<file path="src/hdl/rvx_fifo.sv">
// small first-in first-out queue of flip-flops
// depends on nothing
`default_nettype none

module rvx_fifo #(
	parameter int unsigned W     = 8,
	parameter int unsigned DEPTH = 2
) (
	input  wire logic         clk,
	input  wire logic         arst_n,
	input  wire logic         push,
	input  wire logic [W-1:0] din,
	output logic              full,
	input  wire logic         pop,
	output logic [W-1:0]      dout,
	output logic              empty
);

	localparam int unsigned PW = (DEPTH > 1) ? $clog2(DEPTH) : 1;

	logic [W-1:0]  mem_q [DEPTH];
	logic [PW-1:0] wr_q, rd_q;
	logic [PW:0]   cnt_q;
	logic          do_push, do_pop;

	assign full    = (cnt_q == (PW+1)'(DEPTH));
	assign empty   = (cnt_q == '0);
	assign do_push = push && !full;
	assign do_pop  = pop && !empty;
	assign dout    = mem_q[rd_q];

	always_ff @(posedge clk or negedge arst_n) begin
		if (!arst_n) begin
			wr_q  <= '0;
			rd_q  <= '0;
			cnt_q <= '0;
		end else begin
			if (do_push) begin
				wr_q <= (wr_q == PW'(DEPTH-1)) ? '0 : wr_q + 1'b1;
			end
			if (do_pop) begin
				rd_q <= (rd_q == PW'(DEPTH-1)) ? '0 : rd_q + 1'b1;
			end
			if (do_push && !do_pop) begin
				cnt_q <= cnt_q + 1'b1;
			end else if (do_pop && !do_push) begin
				cnt_q <= cnt_q - 1'b1;
			end
		end
	end

	always_ff @(posedge clk) begin
		if (do_push) begin
			mem_q[wr_q] <= din;
		end
	end

endmodule

`default_nettype wire

</file>
<file path="config.mk">
export PLATFORM = sky130hd
export DESIGN_NAME = rvx_fifo
export DESIGN_NICKNAME = d
export VERILOG_FILES = /design/src/hdl/rvx_fifo.sv
export SDC_FILE = /design/constraint.sdc
export NUM_CORES = 1
export LEC_CHECK = 0
export BUFFER_PORTS_ARGS = -buffer_cell sky130_fd_sc_hd__buf_2
export CAP_MARGIN = 20
export CORE_MARGIN = 2
export CORE_UTILIZATION = 48
export DETAILED_ROUTE_END_ITERATION = 6
export PLACE_DENSITY = 0.74
export SLEW_MARGIN = 20
export SYNTH_ARGS = -nofsm -noshare
export SYNTH_HDL_FRONTEND = slang
export SYNTH_SLANG_ARGS = --single-unit
</file>
<file path="constraint.sdc">
create_clock -name clk -period 1.9 [get_ports clk]
set_clock_uncertainty 0.1 [all_clocks]
set_input_delay 0.19 -clock clk [delete_from_list [all_inputs] [get_ports clk]]
set_output_delay 0.19 -clock clk [all_outputs]
set_load 0.01 [all_outputs]
</file>
---- Word-level counts from Yosys, hierarchy flattened ----
Memories as Yosys holds them, arrays and structs flattened.
Cells that the tools add are included.
cells by class
  add/sub/neg operators ................... 4
  reductions and logical operators ........ 10
  eq/ne operators ......................... 1
  multiplexer cells ....................... 6
operators with widths
  kind                                               number
  logical AND 1 bit                                  4
  zero test 1 bit                                    4
  two-way mux 1 bit                                  4
  two-way mux 2 bit                                  2
  adder 1 bit (second input constant)                2
  adder 2 x 1 -> 2 bit (second input constant)       1
  == test 2 bit (second input constant)              1
  zero test 2 bit                                    1
  nonzero test 2 bit                                 1
  subtractor 2 x 1 -> 2 bit (second input constant)  1
word-level totals
  register bits ........................... 4
  input bits .............................. 12
  output and inout bits ................... 10
  memory bits (writable) .................. 16
  memories kept ........................... 1
memory list
  name   words  width  read ports  clocked after memory_dff  wr ports  RTL line  text
  mem_q  2      8      1           0                         1         21        logic [W-1:0] mem_q [DEPTH];

---- Longest topological paths before layout ----
Gate-level depths: netlist (run 1).
  word-level depth ........................ 7
  mapped depth ............................ 7
  mapped depth without buffers ............ 7

---- Worst setup path after synthesis (run 1) ----
OpenSTA, ideal clock, no wires.
  path kind ............................... register to register
  start point ............................. register cnt_q[0]
  end point ............................... memory mem_q[0][0] (enable)
  data arrival time ....................... 1.022 ns
  library setup time ...................... 0.370 ns
  slack ................................... 0.408 ns
  cell stages (with the launch flop) ...... 4
  path buffers ............................ 0
  required time ........................... 1.430 ns
  cell sequence ........................... dfrtp_1 -> nand2b_1 -> nand2_2 -> nor2_1
on the way
  word-level cells in the longest chain between the ends .. 5
ends and longest elaborated chain
  what                                     RTL line  text
  start, declared                          23        logic [PW:0] cnt_q;
  start signal, assigned                   45        cnt_q <= cnt_q + 1'b1;
  start signal, assigned                   47        cnt_q <= cnt_q - 1'b1;
  == test 2 bit                            26        assign full = (cnt_q == (PW+1)'(DEPTH));
  zero test 1 bit                          28        assign do_push = push && !full;
  logical AND 1 bit                        28
  two-way mux 1 bit                        53        if (do_push) begin
  two-way mux 1 bit (not written as such)  54        mem_q[wr_q] <= din;
  end, declared                            21
Every way passes these cells.

---- Worst setup path after layout (run 1) ----
  start point ............................. register rd_q
  end point ............................... output dout[2]
on the way
  word-level cells in the longest chain between the ends .. 1
ends and longest elaborated chain
  what                    RTL line  text
  start, declared         22        logic [PW-1:0] wr_q, rd_q;
  start signal, assigned  42        rd_q <= (rd_q == PW'(DEPTH-1)) ? '0 : rd_q + 1'b1;
  memory (2 x 8 bit)      -
  end, declared           15        output logic [W-1:0] dout,
Every way passes these cells.

==> results.md, run 1 <==
- Sw power: 446.8 µW
- Clock Sinks: 20
- Cell Pwr Density: 1440 nW/µm²
- GR Util met3: 2.449%
- EDFF count, synth: 16
- Fin nets: 93
- Maxcap violations: 0
- Compound-Gate Fraction of Synth Area: 0.6400%
- Crit Path Class: reg -> out
- Die Span Y: 44.36 µm
- Number of DRC markers in iteration 0: 14
- Simple-Gate Fraction of Synth Area: 3.840%
- Detail Route Antenna Nets: 0
- Clock share of power: 22.2%
- Xor and xnor area share after synthesis: 6.560%
- Setup violations, final: 0
- Mapped Cells: 44
- Layout Area Growth over Synthesis: 35.52%
- Clock-pin slew on the worst setup and hold paths: 100 ps
- Tcrit/Tclk final: 90.44%
- Largest net degree at the start of global routing: 13
- Sequential element share of the synthesized area: 74.24%
- Clock Path Buffers: 2
- Ports: 22
- Drt pass-1 iters: 4
- GRT Overall Usage: 15.73%
- Crit-path cells: mux2_2 > buf_2
- Post-CTS Hold Fix Bufs: 9
- Combinational share of power: 31.3%
- Power Internal: 1.079 mW
- #FFs+latches synth: 20
- H-tree depth: 1
- R2R Path Start: cnt_q[0]
- Net Sw Frac: 29.28%
- Hold Crit Class: in -> reg
- Relative slew slack: 71.91%
- Max Slew Vio Count: 0
- Crit path required time: 1610 ps
- Clk root buf: clkbuf_4
- Seq pwr share: 46.5%
- Synthesis Warnings: 0
- Multi-input logic area: 188.9 µm²
- Critical Path AT: 1430 ps
- Post-synthesis mux area share: 11.52%
- Cell variety after synth: 15
- CTS tree: built
- Final Core Density: 69.54%
- Routed WL per cell: 13.21 µm
- Peak VDD IR: 975.7 µV
- Cell Area, Synth: 782.0 µm²
- Fin. Hold Viols: 0
- Worst-margin pin slew: 421.3 ps
- Grt peak-use layer: met2
- Vias in the first global route: 473
- Max Clk Rate: 581.9 MHz
- CTS buffer count: 3
- Core ar.: 1524 µm²
- Main combinational cell family by area after synthesis: multiplexers
- Register Area: 580.6 µm²
- Adder-cell share of the synthesized area: 1.600%
- Via count: 468
- Initial Util: 51.31%
- Placer Congestion: 0.6895
- Status: finished, final reports clean
- Met1 Use GR: 16.43%
- Minimum clock period: 1718 ps
- Die area: 1968 µm²
- FILL cells: 120
- Worst setup EP type: primary output
- Detailed Route WL: 1255 µm
- Layout cell share with drive strength beyond 1: 39.24%
- HP Start: push
- RSZ-0062 raised after global routing: no
- Post-CTS setup buffer count: 0
- Die Wd: 44.36 µm
- First-pass GRT wire length: 2042 µm
- Lkg Pwr: 0.4502 nW
- Count of input and output buffers: 21
- Syn_nets: 57
- DR DRC count: 0
- Setup TNS: 0 ps
- Initial antenna violation count: 0
- CP Launch Type: register
- Row count: 14
- Crit-path max cell delay: 610 ps
- CP startpoint: rd_q
- Vias per inst: 4.926
- # diodes: 0
- CP max stage cell: dfrtp_1
- Post_cts resized: 0
- Async SR Flop Fraction: 20.00%
- Syn avg cell area: 17.77 µm²
- Hpwl dp: 881.2 µm
- Grt ovf: 0
- Top_reg_cell synth: edfxtp_1
- CP Max Fanout: 9
- Clock Latency Late Sink: 290 ps
- Met2 Use GR: 27.65%
per-stage QoR:
stage	area [µm²]	hold WS (ps)	total power [mW]	instances	worst slack, ps
final	1060	82.90	1.526	95	181.6
after global routing	1060	86.51	1.620	95	113.4
after CTS	1060	78.51	1.548	95	162.0
after detailed placement	917.1	-98.08	1.196	82	310.4
after global placement	917.1	-98.11	1.175	82	371.3
after floorplan	782.0	-205.6	1.014	44	407.8
placed cells by master (no fill, tap or decap):
cell and count:
nor2_1 3, bufinv_16 1, dlygate4sd3_1 9, edfxtp_1 16, and3_1 1, xnor2_1 2, buf_4 2, mux2_1 6
clkbuf_4 3, dfrtp_1 4, o21ai_1 1, ha_1 1, inv_1 2, nand2b_1 1, xor2_1 2, mux2_2 2
nand2_2 1, buf_2 21, xnor2_2 1
Yosys cell counts (2+ instances only):
master / count / area, µm²
inv_1: 2 / 7.510
xnor2_1: 2 / 17.52
mux2_1: 6 / 67.56
mux2_2: 2 / 22.52
edfxtp_1: 16 / 480.5
dfrtp_1: 4 / 100.1
xor2_1: 2 / 17.52
nor2_1: 3 / 11.26
path summary, 6_finish.rpt:
check                           endpoint  slack, ps  cells past startpoint
worst max-delay path             dout[2]        180                      2
worst min-delay path                wr_q         80                      3
worst max register to register  cnt_q[1]        310                      6
worst min register to register  cnt_q[1]        430                      1
max in group asynchronous           rd_q       1460                      2
min in group asynchronous       cnt_q[0]        120                      2
routing by layer:
metal / up-vias / part of all wire, %
li1: 228 / -
met1: 222 / 40
met2: 14 / 53
met3: 4 / 4.6
met4: 0 / 2.9
met5: - / 0
sequential cells by signal, indices dropped and copies added, names as in the netlist:
name,cells
mem_q,16
rd_q,1
cnt_q,2
wr_q,1
cell families (layout without fill, tap and decap cells):
group | count (synthesis) | after routing
compound gates | 1 | 1
xor+xnor | 5 | 5
fa+ha+maj | 1 | 1
buf+inv | 3 | 38
flops | 20 | 20
mux | 8 | 8
simple gates | 6 | 6
layout make-up:
class	count	share of cell area, %
Sequential cell	20	54.78
Timing Repair Buffer	32	19.83
Multi-Input combinational cell	21	17.83
Clock inverter	1	2.834
Clock buffer	3	2.125
Tap cell	16	1.889
Inverter	2	0.7084
worst max-delay path, delay by kind of cell, from the launching register on:
| kind | cells | cell delay, ps |
|---|---|---|
| buffers and inverters | 1 | 140 |
| multiplexers | 1 | 380 |
| flip-flops | 1 | 610 |
power by group through the flow:
stage	Clock (mW)	Sequential, mW	Combinational (mW)
after floorplan	0	0.668	0.346
after CTS	0.346	0.713	0.489
after global placement	0	0.715	0.460
after detailed placement	0	0.722	0.474
after global routing	0.366	0.725	0.529
final	0.339	0.710	0.477
Note: power is estimated with default switching activity, not from simulation.
==> inputs of run 2 (changes only) <==
--- a/config.mk
+++ b/config.mk
@@ -6,11 +6,10 @@
 export NUM_CORES = 1
 export LEC_CHECK = 0
 export BUFFER_PORTS_ARGS = -buffer_cell sky130_fd_sc_hd__buf_2
-export CAP_MARGIN = 20
 export CORE_MARGIN = 2
-export CORE_UTILIZATION = 48
+export CORE_UTILIZATION = 25
 export DETAILED_ROUTE_END_ITERATION = 6
-export PLACE_DENSITY = 0.74
+export GPL_TIMING_DRIVEN = 0
 export SLEW_MARGIN = 20
 export SYNTH_ARGS = -nofsm -noshare
 export SYNTH_HDL_FRONTEND = slang
==> run 2 against run 1 <==
  * Core utilization fell by 34 points
  * Combinational power rose by 6.1%
  * Cell area fell by 0.47%
  * Sequential cell count did not move
  * Sequential power fell by 5.4%
  * Critical endpoint is now mem_q[0][6]
  * Sequential share of layout area rose by 0.26 points
  * Register-to-register slack got worse by 150 ps
  * Routed wire length fell by 1.6%
  * Power fell by 7.2%
==> results.md, run 2 (synthesis results as in run 1) <==
- Status: finished, final reports clean
- Finished Layout Cells: 111
- Routed WL per cell: 11.13 µm
- Setup violations, final: 0
- CP max stage cell: nor2_1
- Final Core Density: 35.13%
- Largest regs: mem_q: 16 flops, cnt_q: 2 flops
- Biggest register: mem_q
- Cell Pwr Density: 1343 nW/µm²
- Register Area: 580.6 µm²
- Drt pass-1 iters: 2
- Fin. Hold Viols: 0
- Detailed Route WL: 1235 µm
- Metal-1 WL: 541 µm
- Final instance area: 1055 µm²
- Lkg Pwr: 0.4368 nW
- Ports: 22
- Metal2 WL: 633 µm
- HP Start: push
- Placed cells: 98
- Multi-input logic area: 188.9 µm²
- Reg2reg setup slack: 160 ps
- Placer Congestion: 0.5472
- Crit-path max cell delay: 540 ps
- Layout cell share with drive strength beyond 1: 38.46%
- Relative slew slack: 53.33%
- Core ar.: 3003 µm²
- Row count: 20
- CTS buffer count: 3
- Critical Path AT: 1570 ps
- RSZ-0062 raised after global routing: no
- Crit path buf inv count: 0
- Setup TNS: 0 ps
- Largest net degree at the start of global routing: 12
- Hpwl dp: 875.8 µm
- R2R Path Start: cnt_q[0]
- Via count: 457
- Clock Path Buffers: 2
- Most frequent cells in the layout: 22 x buf_2, 16 x edfxtp_1, 9 x dlygate4sd3_1
- Commonest non-fill, non-tap cell in the layout: buf_2
- Final setup margin: 164.2 ps
- Top layer in use: met3
- Vias per inst: 4.117
- # diodes: 0
- Number of flip-flops in the largest register: 16
- First-pass GRT wire length: 1945 µm
- Hold path cells: 3
- R2r worst-path depth: 3
- CP Launch Type: register
- Die Span Y: 59.93 µm
- Crit path required time: 1740 ps
- Grt ovf: 0
- Peak VDD IR: 675.5 µV
- Crit-path cells: nand2b_1 > nand2_2 > nor2_1
- Clock-pin slew on the worst setup and hold paths: 110 ps
- Number of DRC markers in iteration 0: 6
- Vias in the first global route: 445
- Initial antenna violation count: 0
- Die Wd: 59.93 µm
- Initial Util: 26.04%
- Worst hold margin: 87.12 ps
- Layout Area Growth over Synthesis: 34.88%
- Critical R2R Capture: mem_q[0][6]
- FILL cells: 303
- Max Clk Rate: 576.1 MHz
- GRT Overall Usage: 7.411%
- Worst-margin pin slew: 697.5 ps
- CP Max Fanout: 8
- Worst setup EP type: register
- Minimum clock period: 1736 ps
- Crit Path Class: reg -> reg
- Hold Crit Class: in -> reg
- DR DRC count: 0
- Count of input and output buffers: 21
- DR WL met3: 59 µm
- Maxcap violations: 0
- Tcrit/Tclk final: 91.36%
- Max Slew Vio Count: 0
- Detail Route Antenna Nets: 0
- Fin nets: 92
- Pwr Total: 1.417 mW
- H-tree depth: 1
- Hold Path Sink: wr_q
- DP Area: 928.4 µm²
- Clock Latency Late Sink: 290 ps
- Clk root buf: clkbuf_4
- CP top delay family: simple AND/OR/NAND/NOR gates
- Pre-CTS setup slack: 113.9 ps
- CTS tree: built
- Clock Sinks: 20
- Die area: 3592 µm²
[run 2: layout make-up]
| class | count | share of cell area, % |
|---|---|---|
| multi-input cells | 21 | 17.91 |
| inverters | 2 | 0.7117 |
| repair buffers | 30 | 18.51 |
| clock buffers | 4 | 3.440 |
| plain buffers | 1 | 0.4745 |
| well taps | 33 | 3.915 |
| flip-flops and latches | 20 | 55.04 |
[run 2: worst max-delay path by stage]
stage | start | to | slack, ps | cells after the start
after CTS | cnt_q[0] | mem_q[0][4] | 100 | 3
after detailed placement | cnt_q[0] | mem_q[0][1] | 110 | 3
after global routing | cnt_q[0] | mem_q[0][1] | 30 | 3
after floorplan | cnt_q[0] | mem_q[0][0] | 410 | 3
final | cnt_q[0] | mem_q[0][6] | 160 | 3
after global placement | cnt_q[0] | mem_q[0][0] | 150 | 3
[run 2: repair_timing]
| item | CTS | global route |
|---|---|---|
| gates resized for setup | 0 | 0 |
| hold buffers | 9 | 0 |
| endpoints found under the hold margin | 20 | 0 |
| setup buffers | 0 | 0 |
[run 2: where the power goes]
| part | total, mW | leakage [nW] | internal, mW | switching, mW |
|---|---|---|---|---|
| registers | 0.672 | 0.195 | 0.613 | 0.0590 |
| logic | 0.506 | 0.220 | 0.244 | 0.262 |
| clock network | 0.239 | 0.0210 | 0.117 | 0.122 |
| total | 1.42 | 0.437 | 0.974 | 0.443 |
[run 2: metal layers]
metal  vias up  GRT usage [%]
li1        227              -
met1       219          8.230
met2        11          12.89
met3         0          1.948
met4         0          3.810
met5         -              0
[run 2: tightest hold or removal path, cell delays in order]
cell     delay, ps
buf_2          110
nand2_2         90
xnor2_2         60
