[src/hdl/rvx_pkg.sv]
// shared types, codes and constants for the rv32i instruction executor
// no dependencies
`default_nettype none

package rvx_pkg;

	localparam int unsigned MemoryBytesDefault = 65536;
	localparam int unsigned QueueDepth = 2;
	localparam int unsigned CfgIndexWidth = 8;

	// opcodes
	localparam logic [6:0] OPC_LUI    = 7'h37;
	localparam logic [6:0] OPC_AUIPC  = 7'h17;
	localparam logic [6:0] OPC_JAL    = 7'h6F;
	localparam logic [6:0] OPC_JALR   = 7'h67;
	localparam logic [6:0] OPC_BRANCH = 7'h63;
	localparam logic [6:0] OPC_LOAD   = 7'h03;
	localparam logic [6:0] OPC_STORE  = 7'h23;
	localparam logic [6:0] OPC_OPIMM  = 7'h13;
	localparam logic [6:0] OPC_OP     = 7'h33;
	localparam logic [6:0] OPC_SYSTEM = 7'h73;

	// alu funct3
	localparam logic [2:0] F3_ADD  = 3'd0;
	localparam logic [2:0] F3_SLL  = 3'd1;
	localparam logic [2:0] F3_SLT  = 3'd2;
	localparam logic [2:0] F3_SLTU = 3'd3;
	localparam logic [2:0] F3_XOR  = 3'd4;
	localparam logic [2:0] F3_SR   = 3'd5;
	localparam logic [2:0] F3_OR   = 3'd6;
	localparam logic [2:0] F3_AND  = 3'd7;

	// branch funct3
	localparam logic [2:0] F3_BEQ  = 3'd0;
	localparam logic [2:0] F3_BNE  = 3'd1;
	localparam logic [2:0] F3_BLT  = 3'd4;
	localparam logic [2:0] F3_BGE  = 3'd5;
	localparam logic [2:0] F3_BLTU = 3'd6;
	localparam logic [2:0] F3_BGEU = 3'd7;

	// load / store funct3
	localparam logic [2:0] F3_LB  = 3'd0;
	localparam logic [2:0] F3_LH  = 3'd1;
	localparam logic [2:0] F3_LW  = 3'd2;
	localparam logic [2:0] F3_LBU = 3'd4;
	localparam logic [2:0] F3_LHU = 3'd5;
	localparam logic [2:0] F3_SB  = 3'd0;
	localparam logic [2:0] F3_SH  = 3'd1;
	localparam logic [2:0] F3_SW  = 3'd2;

	localparam logic [2:0]  F3_PRIV    = 3'd0;
	localparam logic [11:0] F12_ECALL  = 12'd0;
	localparam logic [11:0] F12_EBREAK = 12'd1;
	localparam logic [6:0]  F7_BASE    = 7'h00;
	localparam logic [6:0]  F7_ALT     = 7'h20;

	localparam logic [31:0] NOP_WORD   = 32'h0000_0013;
	localparam logic [31:0] UPPER_MASK = 32'hFFFF_F000;
	localparam logic [31:0] EXIT_CODE  = 32'd93;
	localparam logic [4:0]  REG_A0     = 5'd10;
	localparam logic [4:0]  REG_A7     = 5'd17;

	// configuration register indexes
	localparam logic [CfgIndexWidth-1:0] CFG_START_ADDRESS = 8'd0;
	localparam logic [CfgIndexWidth-1:0] CFG_MEMORY_LIMIT  = 8'd1;
	localparam logic [CfgIndexWidth-1:0] CFG_UART_DATA     = 8'd2;
	localparam logic [CfgIndexWidth-1:0] CFG_UART_STATUS   = 8'd3;

	localparam logic [31:0] RESET_START_ADDRESS = 32'h0000_0000;
	localparam logic [16:0] RESET_MEMORY_LIMIT  = 17'h1_0000;
	localparam logic [31:0] RESET_UART_DATA     = 32'h1000_0000;
	localparam logic [31:0] RESET_UART_STATUS   = 32'h1000_0005;

	typedef enum logic [1:0] {
		STAT_DONE  = 2'd0,
		STAT_HALT  = 2'd1,
		STAT_ERROR = 2'd2
	} status_t;

	typedef enum logic [3:0] {
		C_NOP,
		C_LUI,
		C_AUIPC,
		C_JAL,
		C_JALR,
		C_BRANCH,
		C_LOAD,
		C_STORE,
		C_OPIMM,
		C_OP,
		C_ECALL,
		C_EBREAK,
		C_ERR
	} iclass_t;

	typedef enum logic [1:0] {
		ST_CLEAR,
		ST_FETCH,
		ST_EXEC,
		ST_LOAD
	} bstate_t;

	typedef struct packed {
		logic [31:0] word;
		iclass_t     cls;
	} fq_item_t;

	typedef struct packed {
		status_t     status;
		logic [31:0] next_address;
		logic        console_valid;
		logic [7:0]  console_byte;
		logic [31:0] exit_argument;
	} result_t;

	typedef struct packed {
		logic                     valid;
		logic [CfgIndexWidth-1:0] index;
		logic [31:0]              data;
	} cfg_wr_t;

endpackage

`default_nettype wire

[src/hdl/rvx_fifo.sv]
// small first-in first-out queue of flip-flops
// depends on nothing
`default_nettype none

module rvx_fifo #(
	parameter int unsigned W     = 8,
	parameter int unsigned DEPTH = 2
) (
	input  wire logic         clk,
	input  wire logic         arst_n,
	input  wire logic         push,
	input  wire logic [W-1:0] din,
	output logic              full,
	input  wire logic         pop,
	output logic [W-1:0]      dout,
	output logic              empty
);

	localparam int unsigned PW = (DEPTH > 1) ? $clog2(DEPTH) : 1;

	logic [W-1:0]  mem_q [DEPTH];
	logic [PW-1:0] wr_q, rd_q;
	logic [PW:0]   cnt_q;
	logic          do_push, do_pop;

	assign full    = (cnt_q == (PW+1)'(DEPTH));
	assign empty   = (cnt_q == '0);
	assign do_push = push && !full;
	assign do_pop  = pop && !empty;
	assign dout    = mem_q[rd_q];

	always_ff @(posedge clk or negedge arst_n) begin
		if (!arst_n) begin
			wr_q  <= '0;
			rd_q  <= '0;
			cnt_q <= '0;
		end else begin
			if (do_push) begin
				wr_q <= (wr_q == PW'(DEPTH-1)) ? '0 : wr_q + 1'b1;
			end
			if (do_pop) begin
				rd_q <= (rd_q == PW'(DEPTH-1)) ? '0 : rd_q + 1'b1;
			end
			if (do_push && !do_pop) begin
				cnt_q <= cnt_q + 1'b1;
			end else if (do_pop && !do_push) begin
				cnt_q <= cnt_q - 1'b1;
			end
		end
	end

	always_ff @(posedge clk) begin
		if (do_push) begin
			mem_q[wr_q] <= din;
		end
	end

endmodule

`default_nettype wire

[src/hdl/rvx_front.sv]
// front end: accepts instruction words, classifies them and queues them
// depends on rvx_pkg and rvx_fifo
`default_nettype none

module rvx_front
	import rvx_pkg::*;
(
	input  wire logic        clk,
	input  wire logic        arst_n,
	input  wire logic        push,
	input  wire logic [31:0] instruction_word,
	output logic             full,
	input  wire logic        hold,
	input  wire logic        iq_pop,
	output fq_item_t         iq_item,
	output logic             iq_empty
);

	logic     q_full;
	fq_item_t item;
	logic [6:0]  opc, f7;
	logic [2:0]  f3;
	logic [11:0] f12;

	always_comb begin
		opc = instruction_word[6:0];
		f3  = instruction_word[14:12];
		f7  = instruction_word[31:25];
		f12 = instruction_word[31:20];
		item.word = instruction_word;
		item.cls  = C_ERR;
		if (instruction_word == NOP_WORD || instruction_word == '0) begin
			item.cls = C_NOP;
		end else begin
			case (opc)
				OPC_LUI:    item.cls = C_LUI;
				OPC_AUIPC:  item.cls = C_AUIPC;
				OPC_JAL:    item.cls = C_JAL;
				OPC_JALR:   item.cls = C_JALR;
				OPC_BRANCH: item.cls = (f3 inside {F3_BEQ, F3_BNE, F3_BLT, F3_BGE, F3_BLTU,
					F3_BGEU}) ? C_BRANCH : C_ERR;
				OPC_LOAD:   item.cls = (f3 inside {F3_LB, F3_LH, F3_LW, F3_LBU, F3_LHU}) ?
					C_LOAD : C_ERR;
				OPC_STORE:  item.cls = (f3 inside {F3_SB, F3_SH, F3_SW}) ? C_STORE : C_ERR;
				OPC_OPIMM:  item.cls = (f3 == F3_SR && !(f7 inside {F7_BASE, F7_ALT})) ?
					C_ERR : C_OPIMM;
				OPC_OP:     item.cls = ((f3 == F3_ADD || f3 == F3_SR) &&
					!(f7 inside {F7_BASE, F7_ALT})) ? C_ERR : C_OP;
				OPC_SYSTEM: begin
					if (f3 == F3_PRIV && f12 == F12_ECALL) begin
						item.cls = C_ECALL;
					end else if (f3 == F3_PRIV && f12 == F12_EBREAK) begin
						item.cls = C_EBREAK;
					end else begin
						item.cls = C_NOP;
					end
				end
				default:    item.cls = C_ERR;
			endcase
		end
	end

	// no requests are taken while the memory clearing pass runs
	assign full = q_full || hold;

	rvx_fifo #(
		.W     ($bits(fq_item_t)),
		.DEPTH (QueueDepth)
	) u_iq (
		.clk    (clk),
		.arst_n (arst_n),
		.push   (push && !hold),
		.din    (item),
		.full   (q_full),
		.pop    (iq_pop),
		.dout   (iq_item),
		.empty  (iq_empty)
	);

endmodule

`default_nettype wire

[config.mk]
export PLATFORM = sky130hd
export DESIGN_NAME = rvx_front
export DESIGN_NICKNAME = d
export VERILOG_FILES = /design/src/hdl/rvx_pkg.sv /design/src/hdl/rvx_fifo.sv /design/src/hdl/rvx_front.sv
export SDC_FILE = /design/constraint.sdc
export NUM_CORES = 1
export LEC_CHECK = 0
export ABC_AREA = 1
export BUFFER_PORTS_ARGS = -buffer_cell sky130_fd_sc_hd__buf_2
export CORE_ASPECT_RATIO = 1.75
export CORE_MARGIN = 4
export CORE_UTILIZATION = 42
export CTS_BUF_LIST = sky130_fd_sc_hd__clkbuf_4 sky130_fd_sc_hd__clkbuf_8
export CTS_CLUSTER_DIAMETER = 40
export DETAILED_ROUTE_END_ITERATION = 6
export GPL_TIMING_DRIVEN = 0
export PLACE_DENSITY = 0.7
export SLEW_MARGIN = 40
export SYNTH_ARGS = -nofsm -noshare
export SYNTH_HDL_FRONTEND = slang
export SYNTH_SLANG_ARGS = --single-unit
[constraint.sdc]
create_clock -name clk -period 5.2 [get_ports clk]
set_input_delay 0.78 -clock clk [delete_from_list [all_inputs] [get_ports clk]]
set_output_delay 0.78 -clock clk [all_outputs]
set_load 0.02 [all_outputs]
Yosys cells after proc, flatten, opt, wreduce, memory -nomap -nowiden
Memories as Yosys holds them, arrays and structs flattened.
Cells that the tools add are included.
- RAM bits: 72
- bits in registers: 4
- bits of input ports: 37
- logic and storage cells: 71
- memories: 1
- output and inout bits: 38
- reductions and logical operators: 28
- multiplexer cells: 15
- equality and inequality tests: 20
- add/subtract/negate cells: 4
- memory list (memory ; words ; width ; read ports ; clocked after Yosys merged registers in ; write ports ; RTL line ; text):
    u_iq.mem_q ; 2 ; 36 ; 1 ; 0 ; 1 ; rvx_fifo.sv:21 ; logic [W-1:0] mem_q [DEPTH];
- operators by type and width (operator ; count):
    $pmux W4 S10 ; 1
    $eq A32 B5 Y1 const B ; 1
    $logic_not A32 Y1 ; 1
    $eq A7 B6 Y1 const B ; 4
    $eq A7 B7 Y1 const B ; 4
    $mux W4 ; 6
    $eq A7 B5 Y1 const B ; 2
    $eq A12 B1 Y1 const B ; 1
    $eq A3 B3 Y1 const B ; 4
    $logic_not A12 Y1 ; 1
    $logic_and A1 B1 Y1 ; 9
    $eq A7 B2 Y1 const B ; 1
    $logic_not A7 Y1 ; 1
    $logic_not A1 Y1 ; 6
    $mux W3 ; 2
    $reduce_bool A6 Y1 ; 1
    $reduce_bool A5 Y1 ; 1
    $mux W1 ; 4
    $mux W2 ; 2
    $reduce_bool A2 Y1 ; 2
    $eq A3 B1 Y1 const B ; 1
    $eq A3 B2 Y1 const B ; 1
    $logic_not A3 Y1 ; 1
    $logic_or A1 B1 Y1 ; 3
    6 further kinds ; 7

Longest topological paths before layout
Gate-level depths: netlist of run 1.
- depth in word-level cells: 7
- depth in mapped cells: 10
- mapped depth without buffers: 10

Modules after synthesis
Synthesis of run 1 repeated with hierarchy kept, for this count alone.
- cells, all modules: 333
- area, all modules: 3372.0 sq um
- by module, submodules not included (module ; cells each ; times used ; area each (sq um) ; sequential area each (sq um)):
    rvx_fifo ; 219 ; 1 ; 2846.5 ; 2262.2
    rvx_front ; 114 ; 1 ; 525.5 ; 0.0

Least setup slack after synthesis of run 1
No wires, ideal clock.
- kind: in2reg
- from: input hold
- to: memory u_iq.mem_q[0][0] (netlist bit) (enable)
- buffers on the path: 0
- data required time: 4.771 ns
- library setup time: 0.429 ns
- cell stages on the path: 3
- setup slack: 2.252 ns
- arrival time: 2.518 ns
- path through: inv_1 -> nand3_1 -> nor2_1
- longest elaborated chain between the ends: 5
- RTL lines (item ; RTL line ; text):
    start, declared ; rvx_front.sv:13 ; input wire logic hold,
    $logic_not A1 Y1 ; rvx_front.sv:72 ; .push (push && !hold),
    $logic_and A1 B1 Y1 ; rvx_front.sv:72 ;
    $logic_and A1 B1 Y1 ; rvx_fifo.sv:28 ; assign do_push = push && !full;
    $mux W1 ; rvx_fifo.sv:53 ; if (do_push) begin
    $mux W1 (implied by the code) ; rvx_fifo.sv:54 ; mem_q[wr_q] <= din;
    end, declared ; rvx_fifo.sv:21 ;
Every way passes these cells.

==> results.md, run 1 <==
- Once the clock tree was built, the resizer swapped 0 gates to a different size.
- STA classifies the critical path endpoint as an output pin.
- The share of the cycle needed by the critical path after routing is 51.7%.
- In this run, the number of DRC markers left after iteration 0 of detailed routing was 120.
- The later-pin clock latency in the skew report is 340 ps.
- The placer's final routability congestion estimate is 0.871.
- The per-cell routed wire length is 14.4 µm.
- In this run the power density over the cells is 486 nW/µm².
- The placement-stage cell area is 3890 µm².
- The flow ran to the end, and the final reports show no timing, DRC or antenna violations.
- Using the TritonRoute via totals, the vias-per-cell ratio works out to 4.80.
- The share of layout cells above drive strength 1 is 24.1%.
- The initial standard-cell utilization of the core is 43.5%.
- The maximum level of the CTS H-tree is 3.
- Yosys attributes the largest share of cell area to sky130_fd_sc_hd__edfxtp_1 (65%), sky130_fd_sc_hd__nand2_1 (16%), sky130_fd_sc_hd__nor2_1 (4.5%).
- The number of max-cap violations is 0.
- The pre-antenna-repair detailed-routing pass consisted of 4 iterations.
- The number of buffers between clock root and the deepest sink is 2.
- The most numerous cell in the Yosys netlist is sky130_fd_sc_hd__nand2_1.
- The category of the worst setup path launch point is a flop.
- The area enclosed by the die boundary is 9440 µm².
- The analysis attributes to net switching a power of 746 µW.
- The number of sinks driven by the clock tree is 76.
- The first global-routing pass estimated 11400 µm of wire.
- The count of endpoints failing setup in the final report is 0.
- The fraction of power consumed by sequential logic is 39.6%.
- The measured slew at the worst slew-check pin is 611 ps.
- Buffers inserted during clock tree synthesis total 9.
- The number of inserted filler cells in the final layout is 664.
- In this run, synthesis produced a sequential element count of 76.
- The final instance area is 4100 µm².
- The type of the setup path with the least slack is reg2out.
- The sequential cell area fraction in the yosys report is 68.2%.
- Measured along the x axis, the die boundary spans 75.2 µm.
- The number of synthesis warnings is 0.
- The final route contains 2460 vias.
- The number of placement rows is 42.
- The post-synthesis to final-layout area growth is 23.6%.
- The HPWL after detailed placement is 5650 µm.
- The final worst setup slack is 2510 ps.
- In this run the clock root is driven by a sky130_fd_sc_hd__clkbuf_8.
- In this run, synthesis inferred 72 flip-flops with an integrated enable.
- Entering global routing, the biggest net connects 19 pins.
- The total length of routed wires is 7370 µm.
- The internal power of the cells totals 1250 µW.
- Global routing consumed, over all layers together, 16.6% of the routing resources.
- Of the post-synthesis cell area, the dominant cell type holds 65.2%.
- The instance count of the mapped netlist is 330.
- After detailed routing, the number of remaining DRC violations is 0.
- In the synthesized netlist the async set-or-reset flop fraction comes to 5.26%.
- The number of global-route vias before repair was 2354.
- The final worst clock skew is 5.32 ps.
- Summing internal, switching and leakage power gives 1990 µW.
- Clock-pin slew was measured on the worst setup and hold paths at 80 ps.
- After synthesis, the most frequently instantiated cells are sky130_fd_sc_hd__nand2_1 (139), sky130_fd_sc_hd__edfxtp_1 (72), sky130_fd_sc_hd__nor2_1 (40), sky130_fd_sc_hd__inv_1 (20), sky130_fd_sc_hd__nand3_1 (19).
- The final hold slack is 232 ps.
- The leakage power total is 0.00181 µW.
- After routing, the total negative slack on setup checks comes to 0 ps.
- The average size of a mapped cell is 10.1 µm².
- 75 I/O pins were placed.
- The routed design could run at a clock period as short as 2690 ps.
- The path category of the worst min-delay check is in2async.
- Input and output buffers added on the ports amount to 74.
- TritonCTS built the clock tree.
- For this run the aggregate overflow at the end of global routing stands at 0.
- The worst relative slew slack is 59.3%.
- Setup repair after global routing left no endpoint under its margin.
- Of the total power, the share spent switching nets is 37.4%.
- In this run the worst path has a maximum fanout of 10.
- For this run, the post-layout net count is 457.
- The required time of the critical path is 4420 ps.
- For this run, the top clock speed supported by timing is 372 MHz.
- After clock tree synthesis, the flow added hold-fix buffers numbering 0.
- The final count of hold timing violations is 0.
- The final count of pins violating max slew was 0.
- The worst endpoint data arrival time is 1910 ps.
- The clock network burns 23.6% of the power.
- The cell area after technology mapping is 3320 µm².
- The peak supply drop is 0.161 mV.
- When the netlist entered floorplanning its net count stood at 368.
- Timing analysis after detailed placement gives a worst setup slack of 2840 ps.
- The initial antenna violation count is 0.
- The distinct cell type count of the synthesized netlist is 23.
- The placeable core region is 7620 µm².
- The most used flip-flop cell after synthesis is sky130_fd_sc_hd__edfxtp_1.
- The combinational share of power is 36.7%.
- The number of setup buffers added after CTS is 0.
- sky130_fd_sc_hd__edfxtp_1 takes more of the synthesized area than any other cell.
- The number of nets with antenna violations after detailed routing is 0.
- From bottom edge to top edge, the die measures 126 µm.
- The number of antenna repair diodes is 0.
cells by family after synthesis:
logic type	share of synthesized area [%]
xor+xnor	1.06
fa+ha+maj	0.377
buf+inv	3.32
simple gates	26.0
flops	68.2
compound gates	1.06
power groups by stage:
| stage | clock (µW) | sequential (µW) | combinational, µW |
|---|---|---|---|
| after floorplan | 0 | 802 | 454 |
| after global placement | 0 | 806 | 707 |
| after detailed placement | 0 | 805 | 747 |
| after CTS | 478 | 791 | 748 |
| after global routing | 503 | 797 | 807 |
| final | 472 | 791 | 733 |
cell type report:
type	count	area (µm²)	share of cell area, %
flip-flops and latches	76	2260	55.2
multi-input cells	225	961	23.4
repair buffers	78	443	10.8
clock buffers	9	124	3.02
well taps	88	110	2.68
clock inverters	7	91.3	2.23
inverters	22	82.6	2.01
plain buffers	7	27.5	0.671
path summary, 6_finish.rpt:
| path | from | end | slack [ps] | cells past startpoint |
|---|---|---|---|---|
| worst min-delay path | arst_n | u_iq.wr_q$_DFFE_PN0P_ | 230 | 1 |
| worst max register to register | u_iq.cnt_q[1]$_DFFE_PN0P_ | u_iq.mem_q[0][29]$_DFFE_PP_ | 3250 | 7 |
| min in group clk | u_iq.cnt_q[0]$_DFFE_PN0P_ | u_iq.cnt_q[0]$_DFFE_PN0P_ | 550 | 1 |
| max in group asynchronous | arst_n | u_iq.cnt_q[0]$_DFFE_PN0P_ | 4850 | 1 |
| worst min register to register | u_iq.cnt_q[0]$_DFFE_PN0P_ | u_iq.cnt_q[0]$_DFFE_PN0P_ | 550 | 1 |
| worst max-delay path | u_iq.rd_q$_DFFE_PN0P_ | iq_item[9] | 2510 | 6 |
flip-flops by register name, indices dropped and copies added (netlist names):
register / count
u_iq.cnt_q: 2
u_iq.mem_q: 72
u_iq.rd_q: 1
u_iq.wr_q: 1
stage by stage:
stage,cells,util (%)
after global placement,492,49.9
after detailed placement,496,51.0
after CTS,512,53.8
after floorplan,330,-
final,512,53.8
after global routing,512,53.8
worst max-delay path: stages (launching register included):
cell and delay (ps):
sky130_fd_sc_hd__dfrtp_1 360, sky130_fd_sc_hd__buf_2 190, sky130_fd_sc_hd__inv_2 170, sky130_fd_sc_hd__buf_1 480, sky130_fd_sc_hd__nand2_1 100, sky130_fd_sc_hd__nand2_1 110, sky130_fd_sc_hd__buf_2 170
routing by layer:
layer | GRT usage, % | vias up | wire length, µm
li1 | - | 1259 | -
met1 | 17.1 | 1117 | 2640
met2 | 30.4 | 71 | 4150
met3 | 3.78 | 13 | 402
met4 | 7.42 | 0 | 181
met5 | 0 | - | 0
cells in the final DEF, fill, tap and decap left out:
cell / netlist / final
sky130_fd_sc_hd__buf_2: 1 / 75
sky130_fd_sc_hd__xnor2_1: 1 / 1
sky130_fd_sc_hd__xor2_1: 3 / 3
sky130_fd_sc_hd__nand2_2: 1 / 1
sky130_fd_sc_hd__clkbuf_1: 2 / 2
sky130_fd_sc_hd__nor2_2: 2 / 2
sky130_fd_sc_hd__ha_1: 1 / 1
sky130_fd_sc_hd__buf_8: 0 / 3
sky130_fd_sc_hd__clkinv_2: 0 / 1
sky130_fd_sc_hd__edfxtp_1: 72 / 72
sky130_fd_sc_hd__buf_16: 0 / 1
sky130_fd_sc_hd__nor2_4: 1 / 3
sky130_fd_sc_hd__o21ai_0: 4 / 4
sky130_fd_sc_hd__dfrtp_1: 4 / 4
sky130_fd_sc_hd__buf_1: 4 / 4
sky130_fd_sc_hd__clkinvlp_4: 0 / 3
sky130_fd_sc_hd__nor2_1: 40 / 38
sky130_fd_sc_hd__inv_2: 2 / 2
sky130_fd_sc_hd__nor3b_1: 1 / 1
sky130_fd_sc_hd__clkinv_1: 0 / 1
sky130_fd_sc_hd__a21oi_1: 3 / 3
sky130_fd_sc_hd__bufinv_16: 0 / 2
sky130_fd_sc_hd__nor4_1: 2 / 2
sky130_fd_sc_hd__clkbuf_8: 0 / 9
sky130_fd_sc_hd__nand4_1: 1 / 1
sky130_fd_sc_hd__inv_1: 20 / 20
sky130_fd_sc_hd__nor3_1: 5 / 5
sky130_fd_sc_hd__nand2_1: 139 / 139
sky130_fd_sc_hd__nand3b_1: 2 / 2
sky130_fd_sc_hd__nand3_1: 19 / 19
Power figures use the tool's default switching activity.
==> run 2, diff against run 1 <==
--- a/config.mk
+++ b/config.mk
@@ -14,7 +14,7 @@
 export CTS_CLUSTER_DIAMETER = 40
 export DETAILED_ROUTE_END_ITERATION = 6
 export GPL_TIMING_DRIVEN = 0
-export PLACE_DENSITY = 0.7
+export PLACE_DENSITY = 0.72
 export SLEW_MARGIN = 40
 export SYNTH_ARGS = -nofsm -noshare
 export SYNTH_HDL_FRONTEND = slang
==> constraint.sdc (replaced) <==
create_clock -name clk -period 2.3 [get_ports clk]
set_input_delay 0.345 -clock clk [delete_from_list [all_inputs] [get_ports clk]]
set_output_delay 0.345 -clock clk [all_outputs]
set_load 0.02 [all_outputs]
==> run 2 against run 1 <==
Count of clock-buffer cells in the layout unchanged; cell count increased by 0.20%; non-clock buffer count increased by 1; die area unchanged; utilization increased by 0.49 points; combinational power increased by 130%; clock skew about the same; sequential share of layout area decreased by 0.50 points; first-iteration DRC count increased by 33%; critical path type unchanged.
==> results.md, run 2 (same netlist as run 1, synthesis figures left out) <==
- The sink of the worst hold path is u_iq.mem_q[1][12]$_DFFE_PP_.
- The largest registers in the layout are u_iq.mem_q: 72 flops, u_iq.cnt_q: 2 flops.
- The maximum number of pins on one net before global-route repair is 19 (unchanged).
- The final instance area is 4140 µm² (+0.92%).
- The wire length of the first global-routing pass is 11600 µm (+1.9%).
- The number of buffers added by the clock tree synthesis step came to 9 (unchanged).
- The number of cells on the worst hold path is 1.
- The area enclosed by the die boundary is 9440 µm² (unchanged).
- The first-pass detailed-route iteration total was 4 (unchanged).
- The later-pin clock latency in the skew report is 340 ps (about the same).
- The register with the highest flop count is u_iq.mem_q.
- The leakage power total was 0.00184 µW (+1.8%).
- The maximum level of the CTS H-tree is 3 (unchanged).
- The peak supply drop came to 0.309 mV (+91%).
- The path category of the worst min-delay check is in2reg.
- The critical-path maximum fanout is 10 (unchanged).
- The largest delay contributor family on the critical path is buffers and inverters.
- The final worst clock skew is 5.32 ps (+0.000990 ps).
- The CTS clock-pin slew for the worst setup and hold paths is 70 ps (about the same).
- The share of the cycle needed by the critical path after routing is 91.5%.
- The worst register-to-register path ends at u_iq.mem_q[0][12]$_DFFE_PP_.
- The run finished with clean final reports.
- The number of buffers between clock root and the deepest sink is 2 (unchanged).
- The number of vias per cell is 4.85 (+0.90%).
- The overall fraction of global-route tracks in use is 16.9% (+0.31 points).
- The number of nets with antenna violations after detailed routing came to 0 (unchanged).
- The worst flop-to-flop path startpoint is u_iq.cnt_q[1]$_DFFE_PN0P_.
- In the layout the commonest cells are sky130_fd_sc_hd__nand2_1 (139), sky130_fd_sc_hd__buf_2 (77), sky130_fd_sc_hd__edfxtp_1 (72).
- The kind of end point of the critical path is an output pin.
- The footprint of the multi-input gates came to 961 µm² (unchanged).
- The placeable core region is 7620 µm² (unchanged).
- The signal on the critical path passes through buf_2 -> buf_1 -> nand2_1 -> nand2_1 -> buf_2.
- The final count of hold timing violations is 0 (unchanged).
- The number of cells on the worst reg-to-reg path is 7 (unchanged).
- The worst path buffer plus inverter count was 3 (-1).
- The worst hold path begins at instruction_word[8].
- By startpoint and endpoint, the worst setup path is classified as reg2out.
- The violation count after the first detailed-routing iteration is 160 (+33%).
- Setup repair after global routing left no endpoint under its margin.
- The library cell used most frequently in the layout, excluding fill and tap cells, is sky130_fd_sc_hd__nand2_1.
- The number of placement rows is 42 (unchanged).
- The flip-flop count of the largest register after layout is 72 (unchanged).
- The measured slew at the worst slew-check pin came to 588 ps (-22.9 ps).
- The worst setup path is launched from a flop.
- In this run the clock root is driven by a sky130_fd_sc_hd__clkbuf_8.
- The CTS tree is yes.
- The floorplan die width is 75.2 µm (unchanged).
- The number of inserted filler cells in the final layout is 662 (-0.30%).
- The number of top-level pins is 75 (unchanged).
- The cell type of the slowest stage on the worst timing path is sky130_fd_sc_hd__buf_1.
- The combined flip-flop and latch cell area was 2260 µm² (unchanged).
- The initial standard-cell utilization of the core is 43.5% (unchanged).
- The number of sinks driven by the clock tree is 76 (unchanged).
- The per-cell routed wire length came to 14.4 µm (about the same).
- The initial antenna violation count is 1 (+1).
- The number of nets in the finished design is 458 (+0.22%).
- The die span in y is 126 µm (unchanged).
- The half-perimeter wire length after placement came to 5550 µm (-1.8%).
- The total congestion overflow after global routing is 0 (unchanged).
- The count of endpoints failing setup in the final report is 0 (unchanged).
- The worst relative slew slack is 60.8% (+1.5 points).
- The required time of the critical path is 1960 ps (-2460 ps).
- The port buffer count was 74 (unchanged).
- The final count of pins violating max slew is 0 (unchanged).
- The slack of the worst reg-to-reg path was 410 ps (-2840 ps).
- The peak clock frequency supported by timing is 475 MHz.
- The worst endpoint data arrival time came to 1760 ps (-150 ps).
- The number of global-route vias before repair is 2518 (+7.0%).
- The peak per-stage delay on the critical path is 490 ps (about the same).
- The placer's final routability congestion estimate is 0.854 (-1.9%).
- The number of max-cap violations is 0 (unchanged).
- The minimum clock period after layout is 2100 ps.
- The post-route DRC violation count came to 0 (unchanged).
- From synthesis to final layout, the design area changed by 24.7%.
- The power density of the placed cells came to 1120 nW/µm² (+130%).
- The total length of routed wires is 7380 µm (+0.20%).
- The count of vias placed by the detailed router came to 2487 (+1.1%).
- The final hold slack is 203 ps (-28.5 ps).
- The share of layout cells above drive strength 1 is 24.8% (+0.71 points).
- The placement-stage cell area came to 3890 µm² (unchanged).
==> run 2: area by class of cell <==
class                      instances  area share [%]
tap                               88            2.66
clock inverter                     6            2.72
clock buffer                       9            2.99
multi-input combinational        225            23.2
inverter                          22            2.00
timing repair buffer              79            10.9
antenna                            1          0.0605
buffer                             7           0.756
sequential                        76            54.7
==> run 2: layer usage <==
layer,vias to the layer above,GRT usage (%),routed length (µm)
met5,-,0,0
met4,0,9.06,245
met3,17,4.10,390
met2,72,30.6,4190
met1,1133,16.8,2560
li1,1265,-,-
==> run 2: worst max-delay path by stage <==
stage                                 endpoint  depth (start not counted)                      start
floorplan           u_iq.mem_q[0][0]$_DFFE_PP_                          5  u_iq.cnt_q[1]$_DFFE_PN0P_
global placement    u_iq.mem_q[0][5]$_DFFE_PP_                          5  u_iq.cnt_q[1]$_DFFE_PN0P_
detailed placement                  iq_item[2]                          6      u_iq.rd_q$_DFFE_PN0P_
CTS                                 iq_item[7]                          6      u_iq.rd_q$_DFFE_PN0P_
global route                       iq_item[34]                          5      u_iq.rd_q$_DFFE_PN0P_
finish                             iq_item[22]                          5      u_iq.rd_q$_DFFE_PN0P_
==> run 2: through the flow <==
stage / util [%] / setup WS (ps) / std cells / TNS, ps / power, µW
after detailed placement: 51.0 / 381 / 496 / 0 / 3500
after global routing: 54.3 / 54.8 / 513 / 0 / 4900
after global placement: 49.9 / -1180 / 492 / -84850 / 3420
final: 54.3 / 196 / 513 / 0 / 4630
after floorplan: - / -342 / 330 / -24630 / 2840
after CTS: 54.3 / 8.21 / 512 / 0 / 4690
==> run 2: repair_timing <==
item                                    in CTS  in global routing
resized for setup                            2                  1
setup buffers                                0                  0
endpoints found under the setup margin       4                 10
hold buffers                                 1                  0
cloned                                       0                  0
hold endpoints to repair                     4                  0
==> run 2: where the power goes <==
group,internal [µW],switching [µW]
combinational,496,1160
clock,718,462
sequential,1730,63.2
total,2940,1690
